===== src/hdl/jse_pkg.sv =====
// ----------------------------------------------------------------------------
// jse_pkg
// shared types, character codes and helpers of the json string escaper
// ----------------------------------------------------------------------------
package jse_pkg;

    localparam int unsigned RunMax   = 12;
    localparam int unsigned CountW   = $clog2(RunMax + 1);

    localparam logic [7:0] ChQuote   = 8'h22;
    localparam logic [7:0] ChBslash  = 8'h5C;
    localparam logic [7:0] ChLowU    = 8'h75;
    localparam logic [7:0] ChLowB    = 8'h62;
    localparam logic [7:0] ChLowF    = 8'h66;
    localparam logic [7:0] ChLowN    = 8'h6E;
    localparam logic [7:0] ChLowR    = 8'h72;
    localparam logic [7:0] ChLowT    = 8'h74;
    localparam logic [7:0] CtlBs     = 8'h08;
    localparam logic [7:0] CtlTab    = 8'h09;
    localparam logic [7:0] CtlNl     = 8'h0A;
    localparam logic [7:0] CtlFf     = 8'h0C;
    localparam logic [7:0] CtlCr     = 8'h0D;
    localparam logic [7:0] CtlLimit  = 8'h20;
    localparam logic [7:0] AsciiLimit = 8'h80;

    localparam logic [15:0] SurrHiBase = 16'hD800;
    localparam logic [15:0] SurrLoBase = 16'hDC00;
    localparam logic [20:0] PlaneOne   = 21'h10000;

    typedef struct packed {
        logic        discarding;
        logic [1:0]  bytes_remaining;
        logic [2:0]  sequence_length;
        logic [20:0] code_point_acc;
        logic [23:0] held_bytes;
        logic [7:0]  lead_byte;
    } dec_state_t;

    typedef struct packed {
        logic [RunMax-1:0][7:0] bytes;
        logic [CountW-1:0]      count;
        logic                   err;
        logic                   eos;
    } run_t;

    function automatic logic [7:0] hex_char(input logic [3:0] nib);
        logic [7:0] res;
        if (nib < 4'd10) begin
            res = 8'h30 + {4'd0, nib};
        end else begin
            res = 8'h57 + {4'd0, nib};
        end
        return res;
    endfunction

    function automatic logic [5:0][7:0] u_escape(input logic [15:0] unit);
        logic [5:0][7:0] res;
        res[0] = ChBslash;
        res[1] = ChLowU;
        res[2] = hex_char(unit[15:12]);
        res[3] = hex_char(unit[11:8]);
        res[4] = hex_char(unit[7:4]);
        res[5] = hex_char(unit[3:0]);
        return res;
    endfunction

endpackage


===== src/hdl/jse_decode.sv =====
// ----------------------------------------------------------------------------
// jse_decode
// per-byte escape and utf-8 decode logic: next decoder state and output run
// ----------------------------------------------------------------------------
module jse_decode (
    input  jse_pkg::dec_state_t st,
    input  logic [7:0]          in_byte,
    input  logic                last,
    input  logic                escape_non_ascii,
    output jse_pkg::dec_state_t st_next,
    output jse_pkg::run_t       run
);
    import jse_pkg::*;

    logic [7:0]  esc;
    logic        fail;
    logic [2:0]  len;
    logic [7:0]  lo;
    logic [7:0]  hi;
    logic [20:0] acc_new;
    logic [1:0]  rem_new;
    logic [20:0] cp_off;
    logic [15:0] unit_hi;
    logic [15:0] unit_lo;

    always_comb begin
        st_next = st;
        run     = '0;
        fail    = 1'b0;
        esc     = 8'h00;
        len     = 3'd0;
        lo      = 8'h80;
        hi      = 8'hBF;
        acc_new = {st.code_point_acc[14:0], in_byte[5:0]};
        rem_new = st.bytes_remaining - 2'd1;
        cp_off  = acc_new - PlaneOne;
        unit_hi = SurrHiBase + {6'd0, cp_off[19:10]};
        unit_lo = SurrLoBase + {6'd0, cp_off[9:0]};

        if (st.discarding) begin
            if (last) begin
                st_next.discarding = 1'b0;
            end
        end else if (st.bytes_remaining == 2'd0) begin
            unique case (in_byte)
                ChQuote:  esc = ChQuote;
                ChBslash: esc = ChBslash;
                CtlBs:    esc = ChLowB;
                CtlFf:    esc = ChLowF;
                CtlNl:    esc = ChLowN;
                CtlCr:    esc = ChLowR;
                CtlTab:   esc = ChLowT;
                default:  esc = 8'h00;
            endcase
            if (esc != 8'h00) begin
                run.bytes[0] = ChBslash;
                run.bytes[1] = esc;
                run.count    = CountW'(2);
            end else if (in_byte < CtlLimit) begin
                run.bytes[5:0] = u_escape({8'h00, in_byte});
                run.count      = CountW'(6);
            end else if (in_byte < AsciiLimit) begin
                run.bytes[0] = in_byte;
                run.count    = CountW'(1);
            end else begin
                priority if (in_byte >= 8'hC2 && in_byte <= 8'hDF) begin
                    len = 3'd2;
                    st_next.code_point_acc = {16'd0, in_byte[4:0]};
                end else if (in_byte >= 8'hE0 && in_byte <= 8'hEF) begin
                    len = 3'd3;
                    st_next.code_point_acc = {17'd0, in_byte[3:0]};
                end else if (in_byte >= 8'hF0 && in_byte <= 8'hF4) begin
                    len = 3'd4;
                    st_next.code_point_acc = {18'd0, in_byte[2:0]};
                end else begin
                    fail = 1'b1;
                end
                if (last) begin
                    fail = 1'b1;
                end
                st_next.sequence_length = len;
                st_next.bytes_remaining = 2'(len - 3'd1);
                st_next.lead_byte       = in_byte;
                st_next.held_bytes      = {16'd0, in_byte};
            end
        end else begin
            if ({1'b0, st.bytes_remaining} + 3'd1 == st.sequence_length) begin
                priority case (st.lead_byte)
                    8'hE0:   lo = 8'hA0;
                    8'hED:   hi = 8'h9F;
                    8'hF0:   lo = 8'h90;
                    8'hF4:   hi = 8'h8F;
                    default: lo = 8'h80;
                endcase
            end
            if (in_byte < lo || in_byte > hi) begin
                fail = 1'b1;
            end else if (rem_new != 2'd0) begin
                if (last) begin
                    fail = 1'b1;
                end
                st_next.code_point_acc  = acc_new;
                st_next.bytes_remaining = rem_new;
                st_next.held_bytes      = {st.held_bytes[15:0], in_byte};
            end else begin
                if (escape_non_ascii) begin
                    if (acc_new[20:16] == 5'd0) begin
                        run.bytes[5:0] = u_escape(acc_new[15:0]);
                        run.count      = CountW'(6);
                    end else begin
                        run.bytes[5:0]  = u_escape(unit_hi);
                        run.bytes[11:6] = u_escape(unit_lo);
                        run.count       = CountW'(12);
                    end
                end else begin
                    case (st.sequence_length)
                        3'd2: begin
                            run.bytes[0] = st.held_bytes[7:0];
                            run.bytes[1] = in_byte;
                            run.count    = CountW'(2);
                        end
                        3'd3: begin
                            run.bytes[0] = st.held_bytes[15:8];
                            run.bytes[1] = st.held_bytes[7:0];
                            run.bytes[2] = in_byte;
                            run.count    = CountW'(3);
                        end
                        3'd4: begin
                            run.bytes[0] = st.held_bytes[23:16];
                            run.bytes[1] = st.held_bytes[15:8];
                            run.bytes[2] = st.held_bytes[7:0];
                            run.bytes[3] = in_byte;
                            run.count    = CountW'(4);
                        end
                        default: begin
                            run.bytes[0] = in_byte;
                            run.count    = CountW'(1);
                        end
                    endcase
                end
                st_next.bytes_remaining = 2'd0;
                st_next.sequence_length = 3'd0;
                st_next.code_point_acc  = '0;
                st_next.held_bytes      = '0;
                st_next.lead_byte       = '0;
            end
        end

        if (!st.discarding && run.count != '0) begin
            run.eos = last;
        end

        if (fail) begin
            st_next            = '0;
            st_next.discarding = !last;
            run                = '0;
            run.count          = CountW'(1);
            run.err            = 1'b1;
            run.eos            = 1'b1;
        end
    end

endmodule


===== src/hdl/jse_emit.sv =====
// ----------------------------------------------------------------------------
// jse_emit
// result register: holds one run of escaped bytes and sends them out in order
// ----------------------------------------------------------------------------
module jse_emit (
    input  logic          aclk,
    input  logic          aresetn,
    input  logic          load_en,
    input  jse_pkg::run_t run_in,
    output logic          free,
    output logic          m_tvalid,
    input  logic          m_tready,
    output logic [7:0]    m_tdata,   // out_byte
    output logic          m_tlast,   // last_of_run
    output logic [1:0]    m_tuser    // error, end_of_string
);
    import jse_pkg::*;

    logic [RunMax-1:0][7:0] bytes_reg;
    logic [RunMax-1:0][7:0] bytes_next;
    logic [CountW-1:0]      rem_reg;
    logic [CountW-1:0]      rem_next;
    logic                   err_reg;
    logic                   err_next;
    logic                   eos_reg;
    logic                   eos_next;
    logic                   valid_reg;
    logic                   valid_next;
    logic                   final_word;
    logic                   take;

    assign final_word = rem_reg == CountW'(1);
    assign take       = valid_reg && m_tready;
    assign free       = !valid_reg || (take && final_word);

    always_comb begin
        bytes_next = bytes_reg;
        rem_next   = rem_reg;
        err_next   = err_reg;
        eos_next   = eos_reg;
        valid_next = valid_reg;
        if (take) begin
            bytes_next = bytes_reg >> 8;
            rem_next   = rem_reg - CountW'(1);
            if (final_word) begin
                valid_next = 1'b0;
            end
        end
        if (load_en) begin
            bytes_next = run_in.bytes;
            rem_next   = run_in.count;
            err_next   = run_in.err;
            eos_next   = run_in.eos;
            valid_next = 1'b1;
        end
    end

    always_ff @(posedge aclk) begin
        if (!aresetn) begin
            valid_reg <= 1'b0;
            rem_reg   <= '0;
        end else begin
            valid_reg <= valid_next;
            rem_reg   <= rem_next;
        end
        bytes_reg <= bytes_next;
        err_reg   <= err_next;
        eos_reg   <= eos_next;
    end

    assign m_tvalid   = valid_reg;
    assign m_tdata    = bytes_reg[0];
    assign m_tlast    = final_word;
    assign m_tuser[0] = err_reg;
    assign m_tuser[1] = eos_reg && final_word;

    a_rem_range: assert property (@(posedge aclk) disable iff (!aresetn)
        valid_reg |-> rem_reg != '0 && rem_reg <= CountW'(RunMax))
        else $error("run length out of range");
    a_load_free: assert property (@(posedge aclk) disable iff (!aresetn)
        load_en |-> free)
        else $error("run loaded over a pending run");
    a_run_continues: assert property (@(posedge aclk) disable iff (!aresetn)
        take && !final_word |=> valid_reg && rem_reg == $past(rem_reg) - CountW'(1))
        else $error("run cut short");
    a_err_single: assert property (@(posedge aclk) disable iff (!aresetn)
        valid_reg && err_reg |-> final_word && bytes_reg[0] == 8'h00)
        else $error("error result not a single zero word");

endmodule


===== src/hdl/json_string_escaper.sv =====
// ----------------------------------------------------------------------------
// json_string_escaper
// escapes the body of a json string one input byte at a time
// ----------------------------------------------------------------------------
// One string byte enters per accepted word and its escaped output appears
// on the result side from the next cycle, one byte per cycle while m_tready is
// high; plain ASCII sustains that rate, longer escapes hold the input until
// their run has left, and bytes opening or continuing a UTF-8 sequence give
// no output. The result register holding one run of output bytes sets the
// rate: the next byte is taken in the cycle that the last byte of the run
// leaves. An error word (zero byte, tuser bits error and end_of_string set)
// reports bad or truncated UTF-8; the rest of that string up to s_tlast is
// dropped. The user writes escape_non_ascii through cfg_wr_en while the
// block is idle, not enforced by the block; it resets to copy-raw mode.
module json_string_escaper (
    input  logic       aclk,
    input  logic       aresetn,
    input  logic       cfg_wr_en,
    input  logic       cfg_wr_data,  // escape_non_ascii
    input  logic       s_tvalid,
    output logic       s_tready,
    input  logic [7:0] s_tdata,      // in_byte
    input  logic       s_tlast,      // last_of_string
    output logic       m_tvalid,
    input  logic       m_tready,
    output logic [7:0] m_tdata,      // out_byte
    output logic       m_tlast,      // last_of_run
    output logic [1:0] m_tuser       // error, end_of_string
);
    import jse_pkg::*;

    dec_state_t st_reg;
    dec_state_t st_next;
    run_t       run;
    logic       esc_mode_reg;
    logic       accept;
    logic       free;
    logic       load_en;

    jse_decode u_decode (
        .st               (st_reg),
        .in_byte          (s_tdata),
        .last             (s_tlast),
        .escape_non_ascii (esc_mode_reg),
        .st_next          (st_next),
        .run              (run)
    );

    assign s_tready = free;
    assign accept   = s_tvalid && s_tready;
    assign load_en  = accept && run.count != '0;

    always_ff @(posedge aclk) begin
        if (!aresetn) begin
            st_reg       <= '0;
            esc_mode_reg <= 1'b0;
        end else begin
            if (accept) begin
                st_reg <= st_next;
            end
            if (cfg_wr_en) begin
                esc_mode_reg <= cfg_wr_data;
            end
        end
    end

    jse_emit u_emit (
        .aclk     (aclk),
        .aresetn  (aresetn),
        .load_en  (load_en),
        .run_in   (run),
        .free     (free),
        .m_tvalid (m_tvalid),
        .m_tready (m_tready),
        .m_tdata  (m_tdata),
        .m_tlast  (m_tlast),
        .m_tuser  (m_tuser)
    );

    a_discard_silent: assert property (@(posedge aclk) disable iff (!aresetn)
        st_reg.discarding |-> run.count == '0)
        else $error("output while dropping a string");
    a_seq_consistent: assert property (@(posedge aclk) disable iff (!aresetn)
        st_reg.bytes_remaining != 2'd0 |->
            {1'b0, st_reg.bytes_remaining} < st_reg.sequence_length && !st_reg.discarding)
        else $error("sequence state inconsistent");
    a_err_clears: assert property (@(posedge aclk) disable iff (!aresetn)
        accept && run.err |=> st_reg.bytes_remaining == 2'd0
            && st_reg.discarding == !$past(s_tlast))
        else $error("error did not reset the decoder");

endmodule


===== config.mk =====
export PLATFORM = sky130hd
export DESIGN_NAME = json_string_escaper
export DESIGN_NICKNAME = d
export VERILOG_FILES = /design/src/hdl/jse_pkg.sv /design/src/hdl/jse_decode.sv /design/src/hdl/jse_emit.sv /design/src/hdl/json_string_escaper.sv
export SDC_FILE = /design/constraint.sdc
export NUM_CORES = 1
export LEC_CHECK = 0
export BUFFER_PORTS_ARGS = -buffer_cell sky130_fd_sc_hd__buf_2
export CAP_MARGIN = 25
export CORE_UTILIZATION = 50
export CTS_CLUSTER_SIZE = 10
export DETAILED_ROUTE_END_ITERATION = 6
export HOLD_SLACK_MARGIN = 0.08
export PLACE_DENSITY = 0.75
export SLEW_MARGIN = 20
export SYNTH_ARGS = -nofsm -noshare
export SYNTH_HDL_FRONTEND = slang
export SYNTH_SLANG_ARGS = --single-unit

===== constraint.sdc =====
create_clock -name aclk -period 6 [get_ports aclk]
set_input_delay 0 -clock aclk [delete_from_list [all_inputs] [get_ports aclk]]
set_output_delay 0 -clock aclk [all_outputs]
set_load 0.05 [all_outputs]

; ---- After elaboration in Yosys (flattened, before gate mapping)
; Cells that the tools add are included.
[totals]
reg_bits = 157
wordCells = 215
in_bits = 15
output_inout_bits = 13
[op_classes]
n_lt_le_gt_ge = 23
n_addsub = 33
eq_ne = 23
mux = 87
reduce_logical = 26
[op_table]
columns = operator, n
row1 = $mux W58, 6
row2 = $mux W100, 3
row3 = $mux W96, 2
row4 = $mux W8, 23
row5 = $add A7 B4 Y8 const A, 13
row6 = $mux W52, 2
row7 = $mux W102, 1
row8 = $mux W48, 2
row9 = $add A6 B4 Y7 const A, 13
row10 = $mux W64, 1
row11 = $mux W21, 3
row12 = $mux W59, 1
row13 = $lt A4 B4 Y1 const B, 13
row14 = $pmux W7 S7, 1
row15 = $mux W45, 1
row16 = $eq A8 B4 Y1 const B, 5
row17 = $mux W40, 1
row18 = $mux W36, 1
row19 = $pmux W12 S3, 1
row20 = $add A15 B11 Y16 const A, 2
row21 = $eq A8 B8 Y1 const B, 4
row22 = $mux W32, 1
row23 = $mux W3, 9
row24 = $ge A8 B8 Y1 const B, 3
row25 = 38 further kinds, 80

; ---- Longest topological paths before layout
; Gate-level depths: netlist of run 1.
[depth]
depth_word = 18
depth_mapped = 17
depth_no_buf = 15

; ---- Cells and area by module
; From an unflattened synthesis of run 1, not the netlist that was laid out.
[unflattened]
cells_unflattened = 1198
area_unflattened_um2 = 11050.6
[by_module_without_submodules]
columns = module, n_inst, area_each_um2, cells_each
row1 = jse_emit, 1, 4396.7, 248
row2 = jse_decode, 1, 4115.2, 676
row3 = json_string_escaper, 1, 2538.7, 274

; ---- Worst setup path before layout of run 1
; No wires, ideal clock.
[synth_path]
path_type = flip-flop to flip-flop
start = reg st_reg[56] (netlist name)
end = reg u_emit.rem_reg[2]
n_path_buf = 1
path_slack_ns = 0.336
arrival_time_ns = 5.531
setup_ns = 0.132
stages_incl_launch_ff = 17
cell_sequence = dfxtp_1 > inv_1 > ha_1 > xnor2_1 > nand4_1 > inv_1 > nand2_1 > a21oi_1 > ha_1 > a21oi_1 > a41oi_2 > or2_2 > o32a_1 > o41ai_4 > buf_4 > nand2_1 > o221a_1
[synth_between]
elab_chain_len = 14
word_cells_on_any_way = 27
[synth_lines]
columns = element, line_no
row1 = "start, declared", json_string_escaper.sv:32  ; dec_state_t st_reg;
row2 = "start signal, assigned", json_string_escaper.sv:59  ; st_reg <= st_next;
row3 = $add A2 B1 Y3, jse_decode.sv:87  ; if ({1'b0, st.bytes_remaining} + 3'd1 == st.sequence_length) begin
row4 = $eq A3 B3 Y1, jse_decode.sv:87
row5 = $mux W8, jse_decode.sv:87
row6 = $mux W8, jse_decode.sv:44  ; end else if (st.bytes_remaining == 2'd0) begin
row7 = $mux W8, jse_decode.sv:40  ; if (st.discarding) begin
row8 = $lt A8 B8 Y1 / $gt A8 B8 Y1 (equally long branches), jse_decode.sv:96  ; if (in_byte < lo || in_byte > hi) begin
row9 = $logic_or A1 B1 Y1, jse_decode.sv:96
row10 = $mux W100 / $mux W1 (equally long branches), jse_decode.sv:96
row11 = $mux W52 / $mux W1 (equally long branches), jse_decode.sv:44
row12 = $mux W100 / $mux W1 (equally long branches), jse_decode.sv:40
row13 = $mux W102 *, jse_decode.sv:153  ; if (fail) begin
row14 = $reduce_bool A4 Y1, json_string_escaper.sv:51  ; assign load_en = accept && run.count != '0;
row15 = $logic_and A1 B1 Y1, json_string_escaper.sv:51
row16 = $mux W4 / $reduce_bool A2 Y1 (equally long branches), n/a
row17 = "end signal, assigned", jse_emit.sv:64  ; rem_reg <= rem_next;
row18 = "end, declared", jse_emit.sv:21  ; logic [CountW-1:0] rem_reg;
; Every way passes the cells marked *; elsewhere a longest branch is shown, timed or not. The select of a mux whose other input is x is not followed.
; A chain may end at the register's enable or synchronous reset.

; ---- Final worst setup path of run 1
[layout_path]
start = reg st_reg[57] (netlist name)
end = reg u_emit.bytes_reg[41] (netlist name) (enable)
[layout_between]
elab_chain_len = 14
word_cells_on_any_way = 26
[layout_lines]
columns = element, line_no
row1 = $add A2 B1 Y3, jse_decode.sv:87
row2 = $eq A3 B3 Y1, jse_decode.sv:87
row3 = $mux W8, jse_decode.sv:87
row4 = $mux W8, jse_decode.sv:44
row5 = $mux W8, jse_decode.sv:40
row6 = $lt A8 B8 Y1 / $gt A8 B8 Y1 (equally long branches), jse_decode.sv:96
row7 = $logic_or A1 B1 Y1, jse_decode.sv:96
row8 = $mux W100 / $mux W1 (equally long branches), jse_decode.sv:96
row9 = $mux W52 / $mux W1 (equally long branches), jse_decode.sv:44
row10 = $mux W100 / $mux W1 (equally long branches), jse_decode.sv:40
row11 = $mux W102 *, jse_decode.sv:153
row12 = $reduce_bool A4 Y1 *, json_string_escaper.sv:51
row13 = $logic_and A1 B1 Y1 *, json_string_escaper.sv:51
row14 = $reduce_bool A2 Y1 (no line) *, n/a
row15 = "end signal, assigned", jse_emit.sv:66  ; bytes_reg <= bytes_next;
row16 = "end, declared", jse_emit.sv:19  ; logic [RunMax-1:0][7:0] bytes_reg;
; Marked as above.

==> results of run 1 <==
-- Yosys cell counts (12+ instances only) --
master	instances	area, µm²
sky130_fd_sc_hd__and2_1	21	131
sky130_fd_sc_hd__o31ai_1	33	248
sky130_fd_sc_hd__a22oi_1	12	90.1
sky130_fd_sc_hd__edfxtp_1	90	2700
sky130_fd_sc_hd__o21ai_0	48	240
sky130_fd_sc_hd__nand3_1	13	65.1
sky130_fd_sc_hd__nor2_1	46	173
sky130_fd_sc_hd__mux2i_1	12	120
sky130_fd_sc_hd__nor2b_1	13	81.3
sky130_fd_sc_hd__nor3_1	18	90.1
sky130_fd_sc_hd__dfxtp_1	59	1180
sky130_fd_sc_hd__a22o_1	34	298
sky130_fd_sc_hd__nand2_1	139	522
sky130_fd_sc_hd__inv_1	35	131
sky130_fd_sc_hd__clkbuf_1	46	173
sky130_fd_sc_hd__buf_4	17	128
sky130_fd_sc_hd__a21oi_1	40	200
sky130_fd_sc_hd__nand4_1	13	81.3
sky130_fd_sc_hd__ha_1	32	400
sky130_fd_sc_hd__o41ai_1	15	131
sky130_fd_sc_hd__xnor2_1	15	131
-- critical path: cells and delay by family (launching register included) --
kind                     cells  cell delay, ns
buffers and inverters        3            0.59
XOR/XNOR                     1            0.20
AND/OR/NAND/NOR              4            1.06
adder cells (fa/ha/maj)      2            0.57
flip-flops                   1            0.44
AO/OA/AOI/OAI                5            1.36
-- through the flow --
stage	hold slack (ns)	utilization, %
2_1_floorplan	0.147	-
3_3_place_gp	0.267	52.7
3_5_place_dp	0.287	52.8
4_1_cts	0.0841	57.2
5_1_grt	0.109	57.2
6_report	0.108	57.2
-- cell type report --
cell class | instances | area [µm²] | share of cell area, %
Timing Repair Buffer | 46 | 315 | 3.42
Clock buffer | 25 | 529 | 5.74
Tap cell | 216 | 270 | 2.93
Sequential cell | 149 | 3880 | 42.1
Clock inverter | 7 | 90.1 | 0.977
Inverter | 35 | 131 | 1.42
Multi-Input combinational cell | 625 | 4000 | 43.4
-- path summary, 6_finish.rpt --
kind,endpoint,slack [ns],cells past startpoint
worst max register to register,u_emit.bytes_reg[41],1.45,15
worst max-delay path,u_emit.bytes_reg[41],1.45,15
worst min-delay path,u_emit.bytes_reg[31],0.11,3
worst min register to register,st_reg[7],0.45,1
-- kinds of logic after synthesis --
kind of cell,Yosys count
xor+xnor,18
compound gates,260
flops,149
buf+inv,110
fa+ha+maj,32
simple gates,302
mux,13
-- routing by layer --
layer	share of wire (%)	GRT usage, %	routed length (µm)
met1	44	37.1	9790
met2	44	38.8	9650
met3	9.3	4.86	2050
met4	2.6	10.0	576
met5	0	0	0
-- power groups by stage --
stage,clock (µW),combinational [µW],sequential (µW)
finish,1110,616,1360
global route,1160,672,1380
CTS,1120,611,1360
detailed placement,0,602,1380
global placement,0,592,1380
floorplan,0,468,1370
-- what timing repair did --
action,4_1_cts,5_1_grt
endpoints found under the setup margin,0,0
endpoints found under the hold margin,9,0
hold buffers,8,0
gates resized for setup,0,0
==> qor.log, run 1 <==
[status] outcome completed
[cells_and_area] most frequent cells in the layout sky130_fd_sc_hd__nand2_1 (138), sky130_fd_sc_hd__edfxtp_1 (90), sky130_fd_sc_hd__dfxtp_1 (58)
[power_and_ir_drop] total leakage power 0.00352 µW
[drt] total detailed-routing wirelength 22100 µm
[cells_and_area] most frequent standard cell in the layout excluding fill and tap cells sky130_fd_sc_hd__nand2_1
[synthesis] Avg Synthesized Cell Area 9.46 µm²
[drt] drt first pass iters 6
[clock_tree] Clock H-tree levels 4
[clock_tree] Clock Path Buffers 2
[critical_path] critical-path cell list inv_1 > ha_1 > xnor2_1 > nand4_1 > inv_1 > nand2_1 > a21oi_1 > ha_1 > a21oi_1 > a41oi_2 > or2_2 > o32a_1 > o41ai_4 > nand2_4 > buf_4
[cells_and_area] Syn-to-layout area delta 10.2%
[critical_path] Slowest cell on crit path sky130_fd_sc_hd__o41ai_4
[cells_and_area] number of nets in the finished design 921
[power_and_ir_drop] net switching power 912 µW
[synthesis] share of synthesized cell area in full adder, half adder and majority cells 4.79%
[place] number of cells after detailed placement 1062
[timing] number of endpoints with negative hold slack in the final report 0
[drt] post-detailed-route count of antenna-violating nets 0
[cells_and_area] Final Non-Filler Cells 1103
[power_and_ir_drop] Sw Share 29.5%
[timing] Slew HR 33.3%
[place] buffers added on ports 27
[floorplanning] num rows 46
[drt] DRC violations left 0
[global_routing] antenna violations before repair 0
[clock_tree] total CTS buffers 17
[timing] Least-Margin Pin Slew 1.00 ns
[cells_and_area] n_diodes 0
[clock_tree] clk sink count 149
[global_routing] combined global-route utilization of all metal layers 25.9%
[place] dpl cell area 8520 µm²
[place] Post-DP HPWL 14600 µm
[power_and_ir_drop] clock power share 36.1%
[synthesis] sequential element share of the synthesized area 46.4%
[power_and_ir_drop] proportion of power drawn by flip-flops and latches 44.0%
[power_and_ir_drop] Final Total Pwr 3090 µW
[critical_path] data required time at the worst endpoint 6.17 ns
[power_and_ir_drop] maximum vdd drop 0.000247 V
[drt] post-detailed-route via-to-cell ratio 6.30
[floorplanning] starting utilization of the core area 51.9%
[power_and_ir_drop] internal power 2180 µW
[critical_path] data arrival time at the worst-slack endpoint 4.71 ns
[clock_tree] clock tree from TritonCTS done
[synthesis] top_reg_cell synth sky130_fd_sc_hd__edfxtp_1
[cells_and_area] ratio of cells with drive above 1 in the final layout 9.02%
[synthesis] number of enable-type register cells in the synthesized netlist 90
[clock_tree] root buffer selected by CTS sky130_fd_sc_hd__clkbuf_16
[critical_path] path type of the worst setup path flop to flop
[timing] setup ws final 1.45 ns
[floorplanning] placeable core region 16100 µm²
[global_routing] overflow left after global routing 0
[timing] Fmax 220 MHz
[synthesis] number of register bits inferred by synthesis 149
[drt] DR iter-0 viols 833
[timing] time the final worst path needs with I/O delays and setup 4.55 ns
[floorplanning] die height 131 µm
[floorplanning] total die area 17300 µm²
[synthesis] Synth Cell Area 8370 µm²
[floorplanning] top-level I/O count 28
[critical_path] startpoint type of the worst setup path flop
[clock_tree] clock transition at the registers of the reported paths 0.06 ns
[global_routing] via count of the first global-routing pass 6235
[synthesis] fraction of synthesized area in multiplexers 1.57%
[drt] final routed wire length divided by cell count 20.0 µm
[hold_path] class of the most critical hold timing path primary input to flop
[critical_path] stage delay of the slowest cell on the critical path 0.51 ns
[clock_tree] worst-skew pair later-pin latency 0.43 ns
[cells_and_area] flip-flop count of the largest register, all copies and words added 80
[critical_path] endpoint class of the critical path flop
[synthesis] synthesized instance count 884
[synthesis] post-synthesis net count 931
[synthesis] fraction of registers with async set/reset 0%
[timing] Slew Viols, Final 0
[cells_and_area] # fillers 1442
[timing] fraction of the cycle the final worst path needs 75.8%
[place] worst setup slack after placement 1.19 ns
[timing] Final setup viols 0
[job] number of max-cap violations 0
[timing] setup repair after global routing missed its margin no
[critical_path] launching point of the worst reg2reg path st_reg[57]
[synthesis] xor and xnor area share after synthesis 1.88%
[critical_path] maximum fanout count along the critical path 52
[timing] Setup TNS 0 ns
[power_and_ir_drop] part of the total power dissipated in combinational logic 19.9%
[power_and_ir_drop] power density cells 335 nW/µm²
[synthesis] Compound-Gate Fraction of Synth Area 22.3%
[hold_path] hold_sp s_tdata[7]
[drt] number of vias after detailed routing 6947
[cells_and_area] cell area after layout 9220 µm²
[clock_tree] number of buffers inserted to repair setup after CTS 0
[synthesis] largest family of logic cells by synthesized area compound AO/OA/AOI/OAI gates
[synthesis] simple-gate portion of the synthesized area 17.1%
[floorplanning] Die X-Extent 131 µm
[global_routing] global-route wire length before repair 34600 µm
[global_routing] largest net degree at the start of global routing 132
[critical_path] CP Launch Point st_reg[57]
[synthesis] number of distinct library cell variants in the gate-level netlist after synthesis 68
[timing] setup clock skew after layout 0.00575 ns
[place] Routability Congestion 0.924
[synthesis] synthesis warning total 0
Power figures use the tool's default switching activity.
==> inputs of run 2 (changes only) <==
Settings changed: ABC_AREA from default to 1.
Clock period 6 ns to 3.8 ns, I/O delays scaled along.
==> qor.log, run 2 <==
[synthesis] sequential element share of the synthesized area 44.6%
[floorplanning] Die X-Extent 134 µm
[synthesis] fraction of registers with async set/reset 0%
[drt] total detailed-routing wirelength 25100 µm
[timing] Least-Margin Pin Slew 0.616 ns
[synthesis] synthesized instance count 1112
[cells_and_area] flip-flop count of the largest register, all copies and words added 80
[critical_path] maximum fanout count along the critical path 24
[timing] Slew Viols, Final 0
[cells_and_area] most frequent standard cell in the layout excluding fill and tap cells sky130_fd_sc_hd__nand2_1
[synthesis] top_reg_cell synth sky130_fd_sc_hd__edfxtp_1
[synthesis] share of synthesized cell area in full adder, half adder and majority cells 4.60%
[drt] drt first pass iters 6
[timing] time the final worst path needs with I/O delays and setup 3.52 ns
[critical_path] launching point of the worst reg2reg path st_reg[56]
[critical_path] data arrival time at the worst-slack endpoint 3.70 ns
[timing] Slew HR 58.7%
[critical_path] flop-to-flop setup slack 0.28 ns
[power_and_ir_drop] total leakage power 0.00399 µW
[critical_path] total stage count of the critical path 18
[drt] DRC violations left 0
[cells_and_area] cell area after layout 9680 µm²
[place] Routability Congestion 0.961
[place] Post-DP HPWL 17800 µm
[timing] Setup TNS 0 ns
[cells_and_area] n_diodes 0
[critical_path] path type of the worst setup path flop to flop
[status] outcome completed
[global_routing] largest net degree at the start of global routing 87
[floorplanning] placeable core region 16800 µm²
[clock_tree] clk sink count 149
[synthesis] xor and xnor area share after synthesis 0.704%
[hold_path] class of the most critical hold timing path primary input to flop
[clock_tree] number of buffers inserted to repair setup after CTS 0
[hold_path] hold_sp s_tvalid
[timing] setup repair after global routing missed its margin no
[synthesis] Avg Synthesized Cell Area 7.84 µm²
[synthesis] Yosys top cell by area sky130_fd_sc_hd__edfxtp_1
[global_routing] overflow left after global routing 0
[clock_tree] clock tree from TritonCTS done
[critical_path] data required time at the worst endpoint 3.98 ns
[synthesis] Compound-Gate Fraction of Synth Area 16.7%
[synthesis] simple-gate portion of the synthesized area 24.1%
[clock_tree] clock transition at the registers of the reported paths 0.07 ns
[cells_and_area] ratio of cells with drive above 1 in the final layout 10.0%
[timing] smallest hold slack 0.111 ns
[clock_tree] Clock H-tree levels 4
[job] number of max-cap violations 0
[synthesis] largest cells by area after synthesis sky130_fd_sc_hd__edfxtp_1 (31%), sky130_fd_sc_hd__dfxtp_1 (14%), sky130_fd_sc_hd__nand2_1 (12%)
[synthesis] fraction of synthesized area in multiplexers 0%
[critical_path] number of cells on the worst reg-to-reg path 18
[synthesis] largest family of logic cells by synthesized area simple AND/OR/NAND/NOR gates
[cells_and_area] area occupied by multi-input gates 4030 µm²
[global_routing] combined global-route utilization of all metal layers 28.6%
[floorplanning] top-level I/O count 28
[cells_and_area] Reg area 3880 µm²
[synthesis] Synth Cell Area 8710 µm²
[drt] post-detailed-route count of antenna-violating nets 0
[cells_and_area] Syn-to-layout area delta 11.1%
[cells_and_area] most frequent cells in the layout sky130_fd_sc_hd__nand2_1 (271), sky130_fd_sc_hd__inv_1 (103), sky130_fd_sc_hd__o21ai_0 (92)
[critical_path] CP Launch Point st_reg[56]
[critical_path] Slowest cell on crit path sky130_fd_sc_hd__dfxtp_1
[synthesis] number of enable-type register cells in the synthesized netlist 90
[floorplanning] num rows 47
[synthesis] number of distinct library cell variants in the gate-level netlist after synthesis 51
[synthesis] synthesis warning total 0
[critical_path] Worst path top cell family by delay simple AND/OR/NAND/NOR gates
[timing] setup clock skew after layout 0.00963 ns
[drt] post-detailed-route via-to-cell ratio 5.87
[floorplanning] die height 134 µm
[place] buffers added on ports 27
[drt] DR iter-0 viols 900
[floorplanning] starting utilization of the core area 51.8%
[synthesis] cell types with the highest counts after synthesis sky130_fd_sc_hd__nand2_1 (272), sky130_fd_sc_hd__inv_1 (103), sky130_fd_sc_hd__o21ai_0 (92), sky130_fd_sc_hd__edfxtp_1 (90), sky130_fd_sc_hd__nand3_1 (85)
[timing] number of endpoints with negative hold slack in the final report 0
[global_routing] via count of the first global-routing pass 7162
[cells_and_area] # fillers 1540
[place] dpl cell area 8960 µm²
[timing] Fmax 284 MHz
[critical_path] endpoint class of the critical path flop
[clock_tree] root buffer selected by CTS sky130_fd_sc_hd__clkbuf_16
[synthesis] most frequently used cell type in the post-synthesis netlist sky130_fd_sc_hd__nand2_1
[timing] Final setup viols 0
[timing] fraction of the cycle the final worst path needs 92.7%
[critical_path] Buf+Inv Stages, Crit Path 4
[critical_path] startpoint type of the worst setup path flop
[synthesis] portion of synthesized cell area occupied by the leading cell type 31.0%
[floorplanning] total die area 18000 µm²
[power_and_ir_drop] maximum vdd drop 0.000368 V
[critical_path] critical-path cell list inv_1 > ha_1 > inv_1 > nand2_1 > nand2_1 > nor2_1 > nand2_1 > a21oi_1 > ha_1 > a21o_1 > a21oi_2 > nand4_1 > nand3_4 > nand3_2 > nand2_4 > buf_4 > nand2_4 > buf_4
[clock_tree] total CTS buffers 17
[global_routing] antenna violations before repair 0
[drt] final routed wire length divided by cell count 18.5 µm
[clock_tree] worst-skew pair later-pin latency 0.44 ns
[power_and_ir_drop] power density cells 557 nW/µm²
[global_routing] global-route wire length before repair 39000 µm
[critical_path] cell repeated most along the worst path sky130_fd_sc_hd__nand2_1
[synthesis] post-synthesis net count 1159
[drt] number of vias after detailed routing 7976
[cells_and_area] number of nets in the finished design 1172
[critical_path] stage delay of the slowest cell on the critical path 0.41 ns
[clock_tree] Clock Path Buffers 2
[synthesis] number of register bits inferred by synthesis 149
[critical_path] Setup crit end u_emit.bytes_reg[23]
[critical_path] Worst R2R End u_emit.bytes_reg[23]
run 2: worst register-to-register path: cells and delay by family (launching register included):
kind / cells / cell delay, ns
AND/OR/NAND/NOR: 9 / 1.18
buffers and inverters: 4 / 0.63
adder cells (fa/ha/maj): 2 / 0.56
AO/OA/AOI/OAI: 3 / 0.51
flip-flops: 1 / 0.41
run 2: cell type report:
type | count | share of cell area, %
inverter | 115 | 4.50
tap | 220 | 2.84
clock buffer | 17 | 4.39
timing repair buffer | 62 | 4.83
sequential | 149 | 40.1
multi-input combinational | 780 | 41.6
clock inverter | 15 | 1.71
run 2: repair_timing:
item,in CTS,in global routing
resized for setup,0,1
endpoints found under the hold margin,26,0
hold buffers,13,0
endpoints found under the setup margin,0,1
run 2: per-stage QoR:
step / power (µW) / cells / utilization [%] / setup slack [ns]
detailed placement: 3670 / 1313 / 53.3 / 0.346
CTS: 5380 / 1358 / 57.6 / 0.319
global route: 5620 / 1358 / 57.6 / 0.0233
global placement: 3620 / 1313 / 53.3 / 0.412
finish: 5400 / 1358 / 57.6 / 0.278
floorplan: 3290 / 1112 / - / 0.229
run 2: how the worst min path moves through the flow:
stage | slack [ns] | to | cells past startpoint
final | 0.11 | u_emit.rem_reg[2] | 5
after detailed placement | 0.23 | esc_mode_reg | 3
after CTS | 0.1 | u_emit.rem_reg[2] | 5
after floorplan | 0.14 | esc_mode_reg | 2
after global placement | 0.23 | esc_mode_reg | 3
after global routing | 0.13 | u_emit.rem_reg[2] | 5
run 2: logic make-up (layout without fill, tap and decap cells):
family                   after synthesis  in the layout
AND/OR/NAND/NOR                      488            488
adder cells (fa/ha/maj)               32             32
AO/OA/AOI/OAI                        253            253
XOR/XNOR                               7              7
flip-flops                           149            149
buffers and inverters                183            209
run 2: power breakdown:
group | internal [µW] | total (µW) | switching [µW]
clock network | 982 | 1710 | 724
registers | 2130 | 2260 | 128
logic | 392 | 1430 | 1040
run 2: routing by layer:
layer	routed length (µm)	vias to the layer above	GRT usage, %
li1	-	3807	-
met4	1090	0	13.9
met2	10800	426	41.4
met3	2360	73	5.90
met5	0	-	0
met1	10900	3670	40.7
